**config.mk**
```make
export PLATFORM = sky130hd
export DESIGN_NAME = crc32_length_appended_checksum_core
export DESIGN_NICKNAME = d
export VERILOG_FILES = /design/src/hw/rtl/cksum_pkg.sv /design/src/hw/rtl/cksum_ctrl.sv /design/src/hw/rtl/cksum_dpath.sv /design/src/hw/rtl/crc32_length_appended_checksum_core.sv
export SDC_FILE = /design/constraint.sdc
export NUM_CORES = 1
export LEC_CHECK = 0
export BUFFER_PORTS_ARGS = -buffer_cell sky130_fd_sc_hd__buf_2
export CAP_MARGIN = 20
export CORE_UTILIZATION = 40
export DETAILED_ROUTE_END_ITERATION = 10
export GPL_TIMING_DRIVEN = 0
export PLACE_DENSITY_LB_ADDON = 0.2
export SYNTH_ARGS = -nofsm -noshare
export SYNTH_HDL_FRONTEND = slang
export SYNTH_SLANG_ARGS = --single-unit
```
**constraint.sdc**
```tcl
create_clock -name clk -period 5.5 [get_ports clk]
set_clock_uncertainty 0.2 [all_clocks]
set_input_delay 0.825 -clock clk [delete_from_list [all_inputs] [get_ports clk]]
set_output_delay 0.825 -clock clk [all_outputs]
set_load 0.005 [all_outputs]
```
**src/hw/rtl/cksum_pkg.sv**
```systemverilog
package cksum_pkg;

  // Generator polynomial and top bit of the MSB-first CRC.
  localparam logic [31:0] CRC_POLY = 32'h04C1_1DB7;
  localparam logic [31:0] CRC_TOP  = 32'h8000_0000;

  // Controller states.
  typedef enum logic {
    ST_RUN,
    ST_LEN
  } state_t;

  // Commands from the controller to the datapath.
  typedef struct packed {
    logic take_item;
    logic fold_len;
    logic load_result;
  } cmd_t;

  // Status from the datapath to the controller.
  typedef struct packed {
    logic rem_zero;
  } status_t;

  // Fold one byte into the CRC, eight shift steps of the polynomial division.
  function automatic logic [31:0] fold_byte(input logic [31:0] crc, input logic [7:0] b);
    logic [31:0] r;
    r = crc ^ {b, 24'h00_0000};
    for (int k = 0; k < 8; k++) begin
      if ((r & CRC_TOP) != 32'h0) begin
        r = (r << 1) ^ CRC_POLY;
      end else begin
        r = r << 1;
      end
    end
    return r;
  endfunction

endpackage

```
**src/hw/rtl/cksum_ctrl.sv**
```systemverilog
module cksum_ctrl (
  input  logic              clk,
  input  logic              rst,
  input  logic              in_valid,
  input  logic              in_last,
  input  logic              out_ready,
  input  cksum_pkg::status_t status,
  output logic              in_ready,
  output logic              out_valid,
  output cksum_pkg::cmd_t   cmd
);
  import cksum_pkg::*;

  state_t state;
  state_t state_next;
  logic   out_valid_next;

  // State and output-valid registers.
  always_ff @(posedge clk) begin
    if (rst) begin
      state     <= ST_RUN;
      out_valid <= 1'b0;
    end else begin
      state     <= state_next;
      out_valid <= out_valid_next;
    end
  end

  // Next state and commands. Bytes stream in ST_RUN; ST_LEN folds the length
  // bytes and then hands the result to the output register once it is free.
  always_comb begin
    state_next    = state;
    in_ready      = 1'b0;
    cmd           = '0;
    case (state)
      ST_RUN: begin
        in_ready = 1'b1;
        if (in_valid) begin
          cmd.take_item = 1'b1;
          if (in_last) begin
            state_next = ST_LEN;
          end
        end
      end
      ST_LEN: begin
        if (!status.rem_zero) begin
          cmd.fold_len = 1'b1;
        end else if (!out_valid || out_ready) begin
          cmd.load_result = 1'b1;
          state_next      = ST_RUN;
        end
      end
      default: begin
        state_next = ST_RUN;
      end
    endcase

    // The output register holds its transaction until the receiver takes it.
    if (cmd.load_result) begin
      out_valid_next = 1'b1;
    end else if (out_ready) begin
      out_valid_next = 1'b0;
    end else begin
      out_valid_next = out_valid;
    end
  end

endmodule

```
**src/hw/rtl/cksum_dpath.sv**
```systemverilog
module cksum_dpath #(
  parameter int COUNT_BITS = 32
) (
  input  logic               clk,
  input  logic               rst,
  input  cksum_pkg::cmd_t    cmd,
  input  logic [7:0]         data_byte,
  input  logic               has_byte,
  input  logic               last,
  output cksum_pkg::status_t status,
  output logic [31:0]        checksum,
  output logic [31:0]        message_length
);
  import cksum_pkg::*;

  logic [31:0]           crc;
  logic [COUNT_BITS-1:0] count;
  logic [COUNT_BITS-1:0] count_next;
  logic [COUNT_BITS-1:0] rem;

  // Count including the byte of the current transaction, if it carries one.
  assign count_next = has_byte ? (count + COUNT_BITS'(1)) : count;

  assign status.rem_zero = (rem == '0);

  // Running CRC and byte count; cleared on reset and when a result is loaded into the output register.
  always_ff @(posedge clk) begin
    if (rst) begin
      crc   <= 32'h0;
      count <= '0;
    end else if (cmd.load_result) begin
      crc   <= 32'h0;
      count <= '0;
    end else if (cmd.take_item) begin
      if (has_byte) begin
        crc <= fold_byte(crc, data_byte);
      end
      count <= count_next;
    end else if (cmd.fold_len) begin
      crc <= fold_byte(crc, rem[7:0]);
    end
  end

  // Remaining length, shifted out one byte at a time, least significant first.
  always_ff @(posedge clk) begin
    if (cmd.take_item && last) begin
      rem <= count_next;
    end else if (cmd.fold_len) begin
      rem <= rem >> 8;
    end
  end

  // Output payload register.
  always_ff @(posedge clk) begin
    if (cmd.load_result) begin
      checksum       <= ~crc;
      message_length <= 32'(count);
    end
  end

endmodule

```
**src/hw/rtl/crc32_length_appended_checksum_core.sv**
```systemverilog
// POSIX cksum checksum engine.
// Input channel (in_valid/in_ready): each transaction carries
// data_byte, has_byte and last. A byte is folded into the MSB-first CRC
// (polynomial 0x04C11DB7, zero start) when has_byte is high; last closes the
// message, with or without a byte of its own.
// Output channel (out_valid/out_ready): one transaction per message, giving
// the inverted CRC after the length bytes and the byte count modulo
// 2^COUNT_BITS.
// Throughput: data transactions are taken at one per cycle. After a closing
// transaction the input is held off while the k significant length bytes
// (k from 0 to ceil(COUNT_BITS/8)) are folded into the CRC one after another,
// and until the result can be loaded into the output register.
// Reset clears the CRC, the count and the output valid. A stalled receiver
// does not block the next message's bytes: the result sits in its output
// register, and only after the next closing transaction is the input held
// until that result is taken.
module crc32_length_appended_checksum_core #(
  parameter int COUNT_BITS = 32
) (
  input  logic        clk,
  input  logic        rst,
  input  logic        in_valid,
  output logic        in_ready,
  input  logic [7:0]  data_byte,
  input  logic        has_byte,
  input  logic        last,
  output logic        out_valid,
  input  logic        out_ready,
  output logic [31:0] checksum,
  output logic [31:0] message_length
);
  import cksum_pkg::*;

  cmd_t    cmd;
  status_t status;

  // Sequencing of message bytes, length folding and result hand-off.
  cksum_ctrl u_ctrl (
    .clk       (clk),
    .rst       (rst),
    .in_valid  (in_valid),
    .in_last   (last),
    .out_ready (out_ready),
    .status    (status),
    .in_ready  (in_ready),
    .out_valid (out_valid),
    .cmd       (cmd)
  );

  // CRC, count and output registers.
  cksum_dpath #(
    .COUNT_BITS (COUNT_BITS)
  ) u_dpath (
    .clk            (clk),
    .rst            (rst),
    .cmd            (cmd),
    .data_byte      (data_byte),
    .has_byte       (has_byte),
    .last           (last),
    .status         (status),
    .checksum       (checksum),
    .message_length (message_length)
  );

endmodule

```
======== Word level (Yosys, flattened, before mapping) ========
Index checks and enable logic that the tools add are counted.
storage, ports and cells
  latch bits .............................. 0
  RAM bits ................................ 0
  bits in registers ....................... 162
  memories ................................ 0
  input port bits ......................... 14
  word-level logic and storage cells ...... 130
  bits in read-only memories .............. 0
cells by class
  multipliers ............................. 0
  muxes and demuxes ....................... 92
  divide/modulo/power cells ............... 0
  reductions and logical operators ........ 9
  order comparisons ....................... 0
  add/sub/neg operators ................... 1
  bitwise logic cells ..................... 20
  eq/ne operators ......................... 1
  shift-type cells ........................ 0
operators by type and width
  cell                     count
  $mux W32                 62
  $mux W27                 16
  $not A14 Y14             16
  $xor A32 B32 Y32         2
  $add A32 B1 Y32 const B  1
  $logic_not A32 Y1        1
  $not A32 Y32             1
  $mux W1                  12
  $reduce_bool A2 Y1       3
  $mux W2                  1
  $ne A2 B2 Y1 const B     1
  $pmux W1 S2              1
  $reduce_and A2 Y1        1
  $reduce_or A2 Y1         1
  $logic_and A1 B1 Y1      1
  $logic_not A1 Y1         1
  $logic_or A1 B1 Y1       1
  $not A1 Y1               1

======== Depth between registers and ports, before layout ========
  word-level depth ........................ 49
  mapped depth ............................ 10
  gate-level depth less buffers ........... 8

======== Hierarchy ========
A second synthesis with hierarchy kept.
unflattened totals
  cells, all modules ...................... 750
  area, all modules ....................... 8145.3 um^2
by module, submodules not included
  module       area each (um^2)  sequential area each (um^2)  times used  cells each
  cksum_dpath  8040.2            4164.0                       1           738
  cksum_ctrl   105.1             40.0                         1           12

======== Least setup slack after synthesis ========
No wires, ideal clock.
  kind .................................... reg-to-reg
  from .................................... register u_dpath.rem[7]
  to ...................................... register u_dpath.crc[23]
  arrival time ............................ 4.831 ns
  data required time ...................... 5.162 ns
  buffers on the path ..................... 2
  stages on the path, launching flop included .. 10
  slack ................................... 0.331 ns
  cell sequence ........................... edfxtp_1 > nor4_1 > nand4_1 > nor2_1 > nand2_1 > nor2_1 > or2_2 > clkbuf_1 > buf_1 > a211oi_1
RTL lines
  what                    line               RTL
  start, declared         cksum_dpath.sv:19  logic [COUNT_BITS-1:0] rem;
  start signal, assigned  cksum_dpath.sv:47  rem <= count_next;
  start signal, assigned  cksum_dpath.sv:49  rem <= rem >> 8;
  end signal, assigned    cksum_dpath.sv:36  crc <= fold_byte(crc, data_byte);
  end signal, assigned    cksum_dpath.sv:40  crc <= fold_byte(crc, rem[7:0]);
  end, declared           cksum_dpath.sv:16  logic [31:0] crc;

==> flow_summary.toml <==
[status]
run_status = "complete, no violations"

[die]
die_y_um = 143
fp-row-count = 51
core_um2 = 19500
die_area_um2 = 20500
starting_utilization_of_the_core_area = 0.409
io_pins = 80
die_width_um = 143

[logic_synthesis]
synth.lib_cells_used.distinct = 44
share_of_the_synthesized_area_in_the_top_cell_type = 0.362
async_flop_share = 0
netlist_instances = 747
synth-warning-count = 0
mappedNetlistNets = 762
avgSynthCellArea_um2 = 10.7
synth-edff-count = 96
synth_top_area_cell = "edfxtp_1"
synth-seq-area-share = 0.528
synth_flop_cell = "edfxtp_1"
register_bit_total_from_synthesis = 162
netlist_area_um2 = 7960
synthTopCellsByArea = "edfxtp_1, dfxtp_1, xnor2_1, xor2_1, nor2_1"

[clock_network]
insertion_delay_ns = 0.44
post_cts_hold_buffer_count = 0
clkSlewWorstSetupHoldPaths_ns = 0.06
cts_tree = "built"
clock-sinks = 162
tritoncts.num_buffers = 17
ctsResizeCount = 0
cts-root-to-sink-buffers = 2
cts_setup_buffers = 0
cts_htree_levels = 4
clock_root_buffer = "clkbuf_16"

[worst_setup_path]
setup.worst_path.end_class = "flop"
worst-endpoint-required_ns = 5.59
cp.arrival_ns = 3.39
critPathLaunchType = "flop"
path_class = "flop to flop"
critPathMaxFanout = 10

[sta]
post-route-min-period_ns = 3.30
max_freq_mhz = 303
worstMarginPinSlew_ns = 0.864
worst_slew_margin_rel = 0.419
final.period_utilization = 0.601
hold_violations = 0
fin_tns_setup_ns = 0
final-setup-viol-count = 0
rsz0062_at_grt = "no"
final_max_slew_viol_count = 0

[power_and_ir_drop]
swShare = 0.320
internal-power_uw = 2660
power.ir.vdd_worst_mv = 0.249
total_leakage_power_uw = 0.00323
switchingPower_uw = 1250
share_seq_of_total_power = 0.369
power_density_nw_per_um2 = 419
comb_power_share = 0.337
share_clk_of_total_power = 0.294

[routing]
drt-wirelength-per-cell_um = 15.7
drt-initial-drc-count = 317
detail_route.drc_violations = 0
drt_pass1_iterations = 4
route.antenna.remaining_nets = 0
routed-via-count = 5418
wirelength_um = 17700
route.detailed.vias_per_inst = 4.82

[grt]
overflow = 0
globalRouteTotalUtil = 0.184
first_global_vias = 5200
pin_count_of_the_biggest_net_entering_global_routing = 34
wire_length_of_the_first_global_routing_pass_um = 27900
antenna_found_initial = 0

[job]
max_cap_violations = 0

[placed_design]
hpwl_um = 13000
port-buffer-count = 78
place.gp.congestion = 0.893

[layout]
num_antenna_cells = 0
most_frequent_standard_cell_in_the_layout_excluding_fill_and_tap_cells = "xnor2_1"
finalCoreUtilization = 0.480
design.final.nets = 862
drive_above_1_share = 0.165
layout.cells.most_common_list = "xnor2_1, edfxtp_1, nor2_1"
area_delta_synth_final_pct = 17.3

[min_path]
hp-class = "flop to flop"
==> final timing paths <==
kind / startpoint / slack [ns] / cells after the start / to
setup / recovery: u_dpath.rem[7] / 2.20 / 9 / u_dpath.count[31]
hold / removal: u_dpath.count[24] / 0.23 / 0 / u_dpath.message_length[24]
setup reg to reg: u_dpath.rem[7] / 2.20 / 9 / u_dpath.count[31]
hold reg to reg: u_dpath.count[24] / 0.23 / 0 / u_dpath.message_length[24]
==> power groups by stage <==
stage | logic (uW) | clock network, uW | registers (uW)
finish | 1320 | 1150 | 1440
floorplan | 1090 | 0 | 1450
global route | 1460 | 1210 | 1450
detailed placement | 1320 | 0 | 1470
global placement | 1310 | 0 | 1470
CTS | 1330 | 1170 | 1440
==> logic make-up (layout without fill, tap and decap cells) <==
family / Yosys count / after routing / share of synthesized area
buffers and inverters: 75 / 188 / 0.0372
xor gates and xnor gates: 189 / 189 / 0.228
adders and majority gates: 1 / 1 / 0.00157
DFF: 162 / 162 / 0.528
muxes: 13 / 13 / 0.0170
and+or+nand+nor: 228 / 228 / 0.128
AOI/OAI and AO/OA: 79 / 79 / 0.0597
==> synthesized netlist by cell type (13+ instances only) <==
library cell / instances
xor2_1: 65
nor2_1: 87
dfxtp_1: 66
o21ai_0: 27
nand2_1: 80
nand4_1: 13
a211oi_1: 24
inv_1: 34
xnor2_1: 108
a21oi_1: 18
clkbuf_1: 27
edfxtp_1: 96
==> worst max-delay path: stages, from the launching register on <==
cell and delay [ns]:
edfxtp_1 0.48, nor4_1 0.43, nand4_1 0.13, nor2_1 0.34, nand2_1 0.18, nor2_4 0.14
or2_2 0.12, clkbuf_1 0.49, clkbuf_1 0.53, nor2_1 0.12
==> routing by layer <==
layer / track usage / vias up / wire length (um)
met3: 0.0406 / 27 / 604
met4: 0.0730 / 0 / 315
met5: 0 / - / 0
met1: 0.238 / 2577 / 8200
met2: 0.299 / 113 / 8570
li1: - / 2701 / -
==> flip-flops by register name, indices dropped and copies added, names as in the netlist <==
register / flops
u_ctrl.out_valid: 1
u_ctrl.state: 1
u_dpath.checksum: 32
u_dpath.count: 32
u_dpath.crc: 32
u_dpath.message_length: 32
u_dpath.rem: 32
==> through the flow <==
stage | total power [uW] | hold WS (ns) | cells | area (um^2) | setup WS [ns]
after floorplan | 2530 | 0.203 | 747 | 7960 | 0.331
after global placement | 2780 | 0.221 | 1090 | 8690 | -1.98
after detailed placement | 2790 | 0.210 | 1093 | 8770 | 1.84
after CTS | 3940 | 0.226 | 1125 | 9340 | 2.07
after global routing | 4120 | 0.248 | 1125 | 9340 | 1.95
final | 3910 | 0.230 | 1125 | 9340 | 2.20
==> final cells by class <==
cell class | count | area [um^2]
flip-flops and latches | 162 | 4200
repair buffers | 81 | 458
clock buffers | 18 | 429
inverters | 34 | 128
fillers | 1831 | 10100
plain buffers | 41 | 169
multi-input cells | 510 | 3480
well taps | 265 | 332
clock inverters | 14 | 138
Note: power is estimated with default switching activity, not from simulation.
